File: src/design/cism_pkg.sv
// Shared types, register codes and the letter-fold helper for the
// case-insensitive substring matcher. No dependencies.

package cism_pkg;

    localparam int MATCH_START_W = 16;
    localparam int CFG_INDEX_W   = 2;
    localparam int CFG_DATA_W    = 64;
    localparam int NEEDLE_LEN_W  = 5;

    typedef enum logic [CFG_INDEX_W-1:0] {
        REG_NEEDLE_LOW    = 2'd0,
        REG_NEEDLE_HIGH   = 2'd1,
        REG_NEEDLE_LENGTH = 2'd2
    } cfg_reg_t;

    typedef struct packed {
        logic [7:0] text_byte;
        logic       text_last;
    } text_req_t;

    typedef struct packed {
        logic                     match_found;
        logic [MATCH_START_W-1:0] match_start;
        logic                     text_done;
    } match_rsp_t;

    // Window cell control: advance the window, or drop it at end of text.
    typedef struct packed {
        logic shift;
        logic clear;
    } cell_ctl_t;

    // Fold ASCII upper case letters to lower case.
    function automatic logic [7:0] fold_byte(input logic [7:0] c);
        logic [7:0] r;
        r = c;
        if (c >= 8'h41 && c <= 8'h5A)
        begin
            r = c + 8'h20;
        end
        return r;
    endfunction

endpackage

File: src/design/case_insensitive_substring_match.sv
// Top level of the case-insensitive substring matcher: configuration
// registers, a row of cism_cell window cells and the result register.
// Depends on cism_pkg and cism_cell.
//
// Usage:
//   Write the needle bytes (registers 0 and 1) and its length (register 2)
//   through cfg_write/cfg_index/cfg_data while no request is in flight.
//   Stream text on in_data, one byte per request; text_last closes a text.
//   Each request produces exactly one response on out_data, registered when
//   it is taken, in order. match_found flags the first match of a text, at
//   its final byte, with match_start the offset of its first byte.
//   Throughput is one request per cycle: the window of MAX_NEEDLE-1 cells
//   shifts and compares in the same cycle the byte arrives, and the single
//   response register is reloaded whenever it is empty or being taken.
//   When out_ready is low the response holds and in_ready drops until it is
//   taken. Reset empties the window, clears the needle to length zero (no
//   matching), zeroes the text position and drops any pending response.
//   No clearing pass is needed after reset.

module case_insensitive_substring_match
    import cism_pkg::*;
#(
    parameter int MAX_NEEDLE    = 16,
    parameter int POSITION_BITS = 16
)
(
    input  logic                   clk,
    input  logic                   rst_n,
    input  logic                   cfg_write,
    input  logic [CFG_INDEX_W-1:0] cfg_index,
    input  logic [CFG_DATA_W-1:0]  cfg_data,
    input  logic                   in_valid,
    output logic                   in_ready,
    input  text_req_t              in_data,
    output logic                   out_valid,
    input  logic                   out_ready,
    output match_rsp_t             out_data
);

    localparam int LW    = $clog2(MAX_NEEDLE + 1);
    localparam int IW    = (MAX_NEEDLE > 1) ? $clog2(MAX_NEEDLE) : 1;
    localparam int NCELL = MAX_NEEDLE - 1;
    localparam int OKW   = (NCELL > 0) ? NCELL : 1;
    localparam int WIDE  = (POSITION_BITS > MATCH_START_W) ? POSITION_BITS : MATCH_START_W;
    localparam logic [POSITION_BITS-1:0] POS_TOP = '1;

    logic [MAX_NEEDLE-1:0][7:0] needle_reg;
    logic [NEEDLE_LEN_W-1:0]    len_reg;
    logic [POSITION_BITS-1:0]   pos_reg;
    logic [POSITION_BITS-1:0]   pos_next;
    logic                       reported_reg;
    logic                       reported_next;
    logic                       out_valid_reg;
    logic                       out_valid_next;
    match_rsp_t                 out_data_reg;
    match_rsp_t                 rsp_next;

    logic                       take;
    logic [7:0]                 byte_f;
    logic                       byte_zero;
    logic [LW-1:0]              len_eff;
    logic [LW-1:0]              head_sel;
    logic                       head_ok;
    logic                       hit;
    logic [OKW-1:0]             cell_ok;
    logic [POSITION_BITS-1:0]   len_m1;
    logic [POSITION_BITS-1:0]   start_pos;
    logic [WIDE-1:0]            start_wide;
    cell_ctl_t                  ctl;

    // Needle bytes are stored already folded.
    always_ff @(posedge clk or negedge rst_n)
    begin
        if (!rst_n)
        begin
            needle_reg <= '0;
            len_reg    <= '0;
        end
        else if (cfg_write)
        begin
            for (int i = 0; i < MAX_NEEDLE; i++)
            begin
                if (i < 8 && cfg_index == REG_NEEDLE_LOW)
                begin
                    needle_reg[i] <= fold_byte(cfg_data[8*(i%8) +: 8]);
                end
                else if (i >= 8 && cfg_index == REG_NEEDLE_HIGH)
                begin
                    needle_reg[i] <= fold_byte(cfg_data[8*(i%8) +: 8]);
                end
            end
            if (cfg_index == REG_NEEDLE_LENGTH)
            begin
                len_reg <= cfg_data[NEEDLE_LEN_W-1:0];
            end
        end
    end

    always_comb
    begin
        take      = in_valid && in_ready;
        byte_f    = fold_byte(in_data.text_byte);
        byte_zero = (byte_f == 8'h00);
        if ({{(32-NEEDLE_LEN_W){1'b0}}, len_reg} > 32'(MAX_NEEDLE))
        begin
            len_eff = LW'(MAX_NEEDLE);
        end
        else
        begin
            len_eff = LW'(len_reg);
        end
        head_sel = len_eff - LW'(1);
        head_ok  = (len_eff != '0) && (byte_f == needle_reg[head_sel[IW-1:0]]);
        hit      = !byte_zero && !reported_reg && head_ok && (&cell_ok);

        ctl.clear = take && in_data.text_last;
        ctl.shift = take && !byte_zero && !reported_reg;
    end

    generate
        if (NCELL == 0)
        begin : g_no_cells
            assign cell_ok = '1;
        end
        else
        begin : g_cells
            logic [NCELL-1:0][7:0] chain_byte;
            logic [NCELL-1:0]      chain_valid;

            for (genvar k = 0; k < NCELL; k++)
            begin : g_cell
                cism_cell #(
                    .MAX_NEEDLE (MAX_NEEDLE),
                    .CELL_IDX   (k)
                ) u_cell (
                    .clk        (clk),
                    .rst_n      (rst_n),
                    .ctl        (ctl),
                    .din        ((k == 0) ? byte_f : chain_byte[(k == 0) ? 0 : k-1]),
                    .din_valid  ((k == 0) ? 1'b1 : chain_valid[(k == 0) ? 0 : k-1]),
                    .needle     (needle_reg),
                    .len        (len_eff),
                    .dout       (chain_byte[k]),
                    .dout_valid (chain_valid[k]),
                    .ok         (cell_ok[k])
                );
            end
        end
    endgenerate

    // Match start: position less the needle length minus one, clamped.
    always_comb
    begin
        len_m1    = POSITION_BITS'(len_eff) - POSITION_BITS'(1);
        start_pos = pos_reg - len_m1;
        if (pos_reg < len_m1)
        begin
            start_pos = '0;
        end
        start_wide = WIDE'(start_pos);

        rsp_next.match_found = hit;
        rsp_next.text_done   = in_data.text_last;
        rsp_next.match_start = '0;
        if (hit)
        begin
            if (start_wide > WIDE'(16'hFFFF))
            begin
                rsp_next.match_start = 16'hFFFF;
            end
            else
            begin
                rsp_next.match_start = start_wide[MATCH_START_W-1:0];
            end
        end
    end

    always_comb
    begin
        pos_next      = pos_reg;
        reported_next = reported_reg;
        if (take)
        begin
            if (in_data.text_last)
            begin
                pos_next      = '0;
                reported_next = 1'b0;
            end
            else
            begin
                if (pos_reg != POS_TOP)
                begin
                    pos_next = pos_reg + POSITION_BITS'(1);
                end
                if (byte_zero || hit)
                begin
                    reported_next = 1'b1;
                end
            end
        end

        out_valid_next = out_valid_reg;
        if (in_ready)
        begin
            out_valid_next = in_valid;
        end
    end

    always_ff @(posedge clk or negedge rst_n)
    begin
        if (!rst_n)
        begin
            pos_reg       <= '0;
            reported_reg  <= 1'b0;
            out_valid_reg <= 1'b0;
        end
        else
        begin
            pos_reg       <= pos_next;
            reported_reg  <= reported_next;
            out_valid_reg <= out_valid_next;
        end
    end

    always_ff @(posedge clk)
    begin
        if (take)
        begin
            out_data_reg <= rsp_next;
        end
    end

    assign in_ready  = !out_valid_reg || out_ready;
    assign out_valid = out_valid_reg;
    assign out_data  = out_data_reg;

    // Once a text is closed no further match may be flagged for it.
    a_no_hit_when_closed: assert property (@(posedge clk) disable iff (!rst_n)
        reported_reg |-> !hit)
        else $error("match flagged after search closed");

    // End of text returns position and search state to zero.
    a_last_clears: assert property (@(posedge clk) disable iff (!rst_n)
        (take && in_data.text_last) |=> (pos_reg == '0) && !reported_reg)
        else $error("text state not cleared after last byte");

    // A zero byte closes the search for the rest of the text.
    a_zero_closes: assert property (@(posedge clk) disable iff (!rst_n)
        (take && byte_zero && !in_data.text_last) |=> reported_reg)
        else $error("zero byte did not close the search");

    // A flagged match before the final byte of a text closes the search.
    a_hit_closes: assert property (@(posedge clk) disable iff (!rst_n)
        (take && hit && !in_data.text_last) |=> reported_reg && out_data.match_found)
        else $error("match did not close the search");

endmodule

File: src/design/cism_cell.sv
// One window cell: holds one folded text byte and its valid flag, hands it on
// to the next cell and compares it with the needle byte aligned to it.
// Depends on cism_pkg.

module cism_cell
    import cism_pkg::*;
#(
    parameter int MAX_NEEDLE = 16,
    parameter int CELL_IDX   = 0
)
(
    input  logic                                   clk,
    input  logic                                   rst_n,
    input  cell_ctl_t                              ctl,
    input  logic [7:0]                             din,
    input  logic                                   din_valid,
    input  logic [MAX_NEEDLE-1:0][7:0]             needle,
    input  logic [$clog2(MAX_NEEDLE+1)-1:0]        len,
    output logic [7:0]                             dout,
    output logic                                   dout_valid,
    output logic                                   ok
);

    localparam int LW = $clog2(MAX_NEEDLE + 1);
    localparam int IW = (MAX_NEEDLE > 1) ? $clog2(MAX_NEEDLE) : 1;

    logic [7:0]    byte_reg;
    logic          valid_reg;
    logic          valid_next;
    logic          active;
    logic [LW-1:0] sel;
    logic [7:0]    expect_byte;

    always_comb
    begin
        valid_next = valid_reg;
        if (ctl.clear)
        begin
            valid_next = 1'b0;
        end
        else if (ctl.shift)
        begin
            valid_next = din_valid;
        end
    end

    always_ff @(posedge clk or negedge rst_n)
    begin
        if (!rst_n)
        begin
            valid_reg <= 1'b0;
        end
        else
        begin
            valid_reg <= valid_next;
        end
    end

    always_ff @(posedge clk)
    begin
        if (ctl.shift)
        begin
            byte_reg <= din;
        end
    end

    // This cell holds the byte that sits len-2-CELL_IDX places into the needle.
    always_comb
    begin
        active      = ({1'b0, len} >= (LW + 1)'(CELL_IDX + 2));
        sel         = len - LW'(CELL_IDX + 2);
        expect_byte = needle[sel[IW-1:0]];
        ok          = !active || (valid_reg && (byte_reg == expect_byte));
    end

    assign dout       = byte_reg;
    assign dout_valid = valid_reg;

endmodule

File: config.mk
export PLATFORM = sky130hd
export DESIGN_NAME = case_insensitive_substring_match
export DESIGN_NICKNAME = d
export VERILOG_FILES = /design/src/design/cism_pkg.sv /design/src/design/case_insensitive_substring_match.sv /design/src/design/cism_cell.sv
export SDC_FILE = /design/constraint.sdc
export NUM_CORES = 1
export LEC_CHECK = 0
export BUFFER_PORTS_ARGS = -buffer_cell sky130_fd_sc_hd__buf_2
export CORE_UTILIZATION = 35
export CTS_BUF_LIST = sky130_fd_sc_hd__clkbuf_4 sky130_fd_sc_hd__clkbuf_8
export DETAILED_ROUTE_END_ITERATION = 10
export PLACE_DENSITY = 0.57
export SLEW_MARGIN = 20
export SYNTH_ARGS = -nofsm -noshare
export SYNTH_HDL_FRONTEND = slang
export SYNTH_SLANG_ARGS = --single-unit
File: constraint.sdc
create_clock -name clk -period 7.05 [get_ports clk]
set_input_delay 1.0575 -clock clk [delete_from_list [all_inputs] [get_ports clk]]
set_output_delay 1.0575 -clock clk [all_outputs]
set_load 0.01 [all_outputs]
Word level (Yosys, flattened, before mapping)
Cells that the tools add are included.
{"block": "classes", "eq_ne": 19, "n_mux": 78, "magnitude_cmp": 52, "n_addsub": 28, "reduce_logical": 79}
{"cell": "8-bit binary-select mux with 4-bit select", "n": 16}
{"cell": "8-bit 2-to-1 mux", "n": 25}
{"cell": "8-bit equality test", "n": 16}
{"cell": "4-bit by 5-bit < comparator with 1-bit output, second input constant", "n": 16}
{"cell": "8-bit by 6-bit adder with 8-bit output, second input constant", "n": 9}
{"cell": "8-bit by 7-bit greater-or-equal comparator with 1-bit output, second input constant", "n": 9}
{"cell": "8-bit by 7-bit <= comparator with 1-bit output, second input constant", "n": 9}
{"cell": "16-bit 2-to-1 mux", "n": 4}
{"cell": "5-bit by 4-bit greater-or-equal comparator with 1-bit output, second input constant", "n": 8}
{"cell": "1-bit logical AND", "n": 32}
{"cell": "1-bit 2-to-1 mux", "n": 32}
{"cell": "4-bit subtractor, second input constant", "n": 8}
{"cell": "5-bit by 3-bit greater-or-equal comparator with 1-bit output, second input constant", "n": 4}
{"cell": "1-bit zero test", "n": 18}
{"cell": "1-bit logical OR", "n": 17}
{"cell": "16-bit by 1-bit adder with 16-bit output, second input constant", "n": 1}
{"cell": "16-bit > comparator, second input constant", "n": 1}
{"cell": "16-bit < comparator", "n": 1}
{"cell": "16-bit inequality test, second input constant", "n": 1}
{"cell": "16-bit subtractor", "n": 1}
{"cell": "4-bit by 3-bit subtractor with 4-bit output, second input constant", "n": 4}
{"cell": "15-bit AND reduction", "n": 1}
{"cell": "5-bit by 2-bit greater-or-equal comparator with 1-bit output, second input constant", "n": 2}
{"cell": "2-bit AND reduction", "n": 5}
{"cell": "12 further kinds", "n": 16}
{"block": "totals", "in_bits": 80, "elab_cells": 309, "ff_bits": 304}

Longest topological paths before layout
{"block": "logic_depth", "ltp_word": 13, "depth_mapped": 26, "ltp_nobuf": 17}

By module
From an unflattened synthesis, not the netlist that was laid out.
{"block": "unflattened", "hier_cells": 2450, "area_unflattened_um2": 31711.7}
{"module": "case_insensitive_substring_match", "instances": 1, "cells_per_inst": 874, "area_each_um2": 9325.2}
{"module": "cism_cell at g_cells.g_cell[1].u_cell ...", "instances": 2, "cells_per_inst": 99, "area_each_um2": 1457.6}
{"module": "cism_cell at g_cells.g_cell[2].u_cell", "instances": 1, "cells_per_inst": 116, "area_each_um2": 1597.8}
{"module": "cism_cell at g_cells.g_cell[0].u_cell", "instances": 1, "cells_per_inst": 105, "area_each_um2": 1534.0}
{"module": "cism_cell at g_cells.g_cell[8].u_cell", "instances": 1, "cells_per_inst": 110, "area_each_um2": 1507.7}
{"module": "cism_cell at g_cells.g_cell[10].u_cell", "instances": 1, "cells_per_inst": 124, "area_each_um2": 1501.4}
{"module": "cism_cell at g_cells.g_cell[4].u_cell", "instances": 1, "cells_per_inst": 110, "area_each_um2": 1501.4}
{"module": "cism_cell at g_cells.g_cell[14].u_cell", "instances": 1, "cells_per_inst": 119, "area_each_um2": 1493.9}
{"module": "cism_cell at g_cells.g_cell[6].u_cell", "instances": 1, "cells_per_inst": 112, "area_each_um2": 1493.9}
{"module": "cism_cell at g_cells.g_cell[13].u_cell", "instances": 1, "cells_per_inst": 101, "area_each_um2": 1490.2}
{"module": "cism_cell at g_cells.g_cell[12].u_cell", "instances": 1, "cells_per_inst": 112, "area_each_um2": 1488.9}
{"module": "cism_cell at g_cells.g_cell[7].u_cell", "instances": 1, "cells_per_inst": 94, "area_each_um2": 1487.7}
{"module": "cism_cell at g_cells.g_cell[3].u_cell", "instances": 1, "cells_per_inst": 90, "area_each_um2": 1467.7}
{"module": "cism_cell at g_cells.g_cell[11].u_cell", "instances": 1, "cells_per_inst": 86, "area_each_um2": 1457.6}
{"module": "cism_cell at g_cells.g_cell[5].u_cell", "instances": 1, "cells_per_inst": 99, "area_each_um2": 1448.9}

Worst setup path after synthesis
No wires, ideal clock.
{"block": "synth_path", "path_type": "input-to-reg", "start": "in out_ready", "end": "reg g_cells.g_cell[10].u_cell.valid_reg", "arrival_ns": 7.693, "path_buffers": 1, "setup_slack_ns": -0.764, "stages": 6, "required_time_ns": 6.929, "setup_time_ns": 0.121, "path_cell_list": "nand2b_1 nand2_1 nor2_1 nor2_1 clkbuf_1 a22o_1"}
{"element": "from (decl)", "line": "case_insensitive_substring_match.sv:36", "source": "input logic out_ready,"}
{"element": "to (signal assigned)", "line": "cism_cell.sv:55", "source": "valid_reg <= valid_next;"}
{"element": "to (decl)", "line": "cism_cell.sv:28", "source": "logic valid_reg;"}

Worst setup path after layout
{"block": "layout_path", "start": "reg len_reg[4]", "end": "reg out_data_reg (netlist bit out_data[4]) (data pin)"}
{"block": "layout_via", "elab_chain_cells": 10}
{"element": "from (decl)", "line": "case_insensitive_substring_match.sv:48", "source": "logic [NEEDLE_LEN_W-1:0] len_reg;"}
{"element": "from (signal assigned)", "line": "case_insensitive_substring_match.sv:94", "source": "len_reg <= cfg_data[NEEDLE_LEN_W-1:0];"}
{"element": "5-bit > comparator", "line": "case_insensitive_substring_match.sv:104", "source": "if ({{(32-NEEDLE_LEN_W){1'b0}}, len_reg} > 32'(MAX_NEEDLE))"}
{"element": "5-bit 2-to-1 mux *", "line": "case_insensitive_substring_match.sv:104"}
{"element": "parallel branches: the longest is 8 deep, another holds 16-bit subtractor"}
{"element": "to (signal assigned)", "line": "case_insensitive_substring_match.sv:229", "source": "out_data_reg <= rsp_next;"}
{"element": "to (decl)", "line": "case_insensitive_substring_match.sv:55", "source": "match_rsp_t out_data_reg;"}
Mark *: on every way between the ends. The select of a mux whose other input is x is not followed.
A chain may end at the register's enable or synchronous reset.

==> metrics.md <==
| Metric | Value |
|---|---|
| Synth Instances | 2288 |
| Worst setup path start | len_reg[4]$_DFFE_PN0P_ |
| Num CTS Buffers | 53 |
| Worst-Margin Slew | approximately 1.1 ns |
| CTS Buffer Depth | 3 |
| Post-synth EDFFs | ~140 |
| CTS clk-pin slew, worst paths | roughly 0.06 ns |
| Switching power | 0.004163 W |
| WP data required | 7.53 ns |
| Netlist cell types | 85 |
| RSZ-0062 raised after global routing | no |
| Post_cts resized | 0 |
| Switching Fraction | 0.4588 |
| Top cells by count, synth | 338 x mux2i_1, 217 x nand2_1, 166 x dfrtp_1 |
| WL final | around 100 mm |
| Compound-Gate Fraction of Synth Area | 0.1425 |
| Worst clock skew | between 0.03 and 0.04 ns |
| Combinational group share of total power | 0.533 |
| Synth top area share | 0.1779 |
| Synth area leader | dfrtp_1 |
| Leakage power | ~11 nW |
| Setup-failing EPs final | 0 |
| Row cnt | 94 |
| IO Pins | 100 |
| Hold crit path type | primary input to async pin |
| Mux cell area share after synthesis | 0.2671 |
| Final cycle utilization of the critical path | 0.9416 |
| Post-synthesis register bit count | between 300 and 400 |
| Worst slew margin | 0.2279 |
| Setup TNS | 0 ns |
| Initial antenna violation count | 2 |
| Syn_area_per_cell | 10.21 µm² |
| DRT Pass-1 Iters | 8 |
| Count leader, synth | mux2i_1 |
| Total grt overflow | 0 |
| Vias in the first global route | just under 20k |
| Global-route wire length before repair | 143.7 mm |
| Reg power frac | 0.272 |
| Pins Over Slew Limit | 0 |
| GPL Wtd Cong | roughly 1.1 |
| Total global-route track usage | 0.2955 |
| Root Driver | clkbuf_8 |
| XOR/XNOR Fraction of Synth Area | 0.06746 |
| Worst skew pair latency | between 0.6 and 0.7 ns |
| Adder-cell share of the synthesized area | 0.01790 |
| Post-route setup slack | 0.4118 ns |
| CTS tree | yes |
| CP peak stage delay | about 0.93 ns |
| Post-Syn Area | roughly 0.023 mm² |
| Final Net Count | 2463 |
| Largest register FFs | between 100 and 150 |
| Max-Cap Viols | 0 |
| Crit path launch type | flop |
| DRT antenna net count | 0 |
| Worst Setup End Kind | flop |
| Clock share of power | 0.195 |
| Vias | about 21k |
| CTS Sinks | around 300 |
| Layout area overhead | 11.27% |
| Endpoints failing hold | 0 |
| Die Y | between 200 and 300 µm |
| Status | complete, no violations |
| Hold bufs inserted after CTS | 0 |
| Fmax | approximately 150 MHz |
| Die width | around 260 µm |
| Top cells by area, synth | dfrtp_1 18%, edfxtp_1 18%, mux2i_1 14% |
| R2R Path Start | len_reg[4]$_DFFE_PN0P_ |
| Synth Flop Type | dfrtp_1 |
| Yosys warning count | 0 |
| CP Cell Sequence | nor2b_4, inv_4, buf_4, mux2i_1, mux2i_1, o22ai_1, a221oi_1, xor2_1, a2111oi_0, nand4_1, a22o_1, nor3_1, nand4_2, nor3b_1 |
| Clock H-tree levels | 2 |
| Sequential area share after synthesis | 0.3554 |
| VDD IR-drop max | 178.9 µV |
| CP dominant cell by count | mux2i_1 |
| Crit path max fanout | just under 50 |
| Core area | 0.06586 mm² |
| Asr flop ratio synth | 0.5461 |
| Synth Area in Simple Gates | 0.1151 |
| Final min period | around 6.6 ns |
| Pwr per Cell Area | about 350 mW/mm² |
| Critical path class | flop to flop |
| DRC Markers | 0 |
| Ratio of cells with drive above 1 in the final layout | 0.2010 |
| Largest net degree at the start of global routing | 89 |
| Pint | a little under 0.005 W |
| Drt wl/cell | 30.97 µm |
| Port Buf Inserts | just under 100 |
| Crit-path slowest cell | a2111oi_0 |
| Initial core utilization | 0.3545 |
| Largest family of logic cells by synthesized area | multiplexers |
| DRT iter0 DRCs | roughly 3.0k |
| Post-place setup slack | around 0.55 ns |
| Detailed Place HPWL | between 70 and 80 mm |
| Critical Path AT | 7.12 ns |
| Vias/cell | roughly 6.4 |
| Setup Buffers After CTS | 0 |
| Syn Nets | around 2.4k |
| Die area | between 0.06 and 0.07 mm² |
[cell type report]
cell class / instances / area [µm²]
fillers: 6508 / 39880
multi-input cells: 1800 / 14350
flip-flops and latches: 304 / 8303
well taps: 864 / 1081
clock buffers: 82 / 1010
repair buffers: 160 / 972.2
clock inverters: 10 / 143.9
inverters: 32 / 122.6
diodes: 1 / 2.502
[power by group through the flow]
stage	Clock (W)	Combinational [W]	Sequential [W]
floorplan	0	0.00319	0.00226
global placement	0	0.00465	0.00247
detailed placement	0	0.00467	0.00247
CTS	0.00183	0.00469	0.00244
global route	0.00189	0.00504	0.00248
finish	0.00177	0.00483	0.00247
[stage by stage]
step / instances / area [µm²] / total power (W) / util / hold WS [ns]
2_1_floorplan: 2288 / 23350 / 0.005455 / - / 0.4244
3_3_place_gp: 3160 / 24820 / 0.007123 / 0.3768 / 0.4580
3_5_place_dp: 3160 / 24820 / 0.007145 / 0.3769 / 0.4665
4_1_cts: 3252 / 25970 / 0.008955 / 0.3944 / 0.2419
5_1_grt: 3253 / 25980 / 0.009412 / 0.3945 / 0.2589
6_report: 3253 / 25980 / 0.009074 / 0.3945 / 0.2700
[per-layer routing]
layer / routed length [µm] / global-route usage / vias to the layer above
met1: 42250 / 0.4164 / 10445
met2: 43010 / 0.4374 / 1356
met4: 4697 / 0.1184 / 2
li1: - / - / 8819
met3: 10780 / 0.06498 / 249
met5: 13 / 0 / -
[cells by family (layout without fill, tap and decap cells)]
logic type	after synthesis	in the layout
mux	521	521
buf+inv	184	284
simple gates	566	566
compound gates	501	501
xor+xnor	179	179
other cells	0	1
fa+ha+maj	33	33
flops	304	304
[placed cells by master, fill, tap and decap left out, drive strengths merged, types with 12 or more instances in the layout]
cell type | netlist | layout
a22o | 20 | 20
nor3 | 28 | 28
o22ai | 52 | 52
nor2 | 132 | 132
nand3 | 37 | 37
inv | 32 | 34
buf | 75 | 160
nand2b | 14 | 14
mux4 | 69 | 69
xor2 | 90 | 90
nor4 | 17 | 17
and3 | 23 | 23
ha | 31 | 31
dfrtp | 166 | 166
a31oi | 16 | 16
o211ai | 23 | 23
mux2 | 111 | 111
mux2i | 341 | 341
o21ai | 110 | 110
nand2 | 217 | 217
xnor2 | 89 | 89
edfxtp | 138 | 138
a22oi | 41 | 41
a211oi | 22 | 22
nor2b | 12 | 12
a21oi | 98 | 98
clkbuf | 77 | 82
nand4 | 15 | 15
[critical path, delay by kind of cell (launching register included)]
family	cells	cell delay, ns
xor gates and xnor gates	1	0.19
and+or+nand+nor	5	1.90
muxes	2	0.66
DFF	1	0.69
AOI/OAI and AO/OA	4	1.93
buffers and inverters	2	1.02
[path summary, 6_finish.rpt]
check | end | slack [ns] | depth (start not counted)
min in group clk | g_cells.g_cell[4].u_cell.dout[4]$_DFFE_PP_ | 0.47 | 0
max in group asynchronous | len_reg[0]$_DFFE_PN0P_ | 5.40 | 2
worst min register to register | g_cells.g_cell[4].u_cell.dout[4]$_DFFE_PP_ | 0.47 | 0
worst max register to register | out_data[4]$_SDFFCE_PN0P_ | 0.41 | 14
worst min-delay path | g_cells.g_cell[1].u_cell.dout_valid$_DFFE_PN0P_ | 0.27 | 1
worst max-delay path | out_data[4]$_SDFFCE_PN0P_ | 0.41 | 14
No activity file was read; power rests on OpenSTA's default activity.
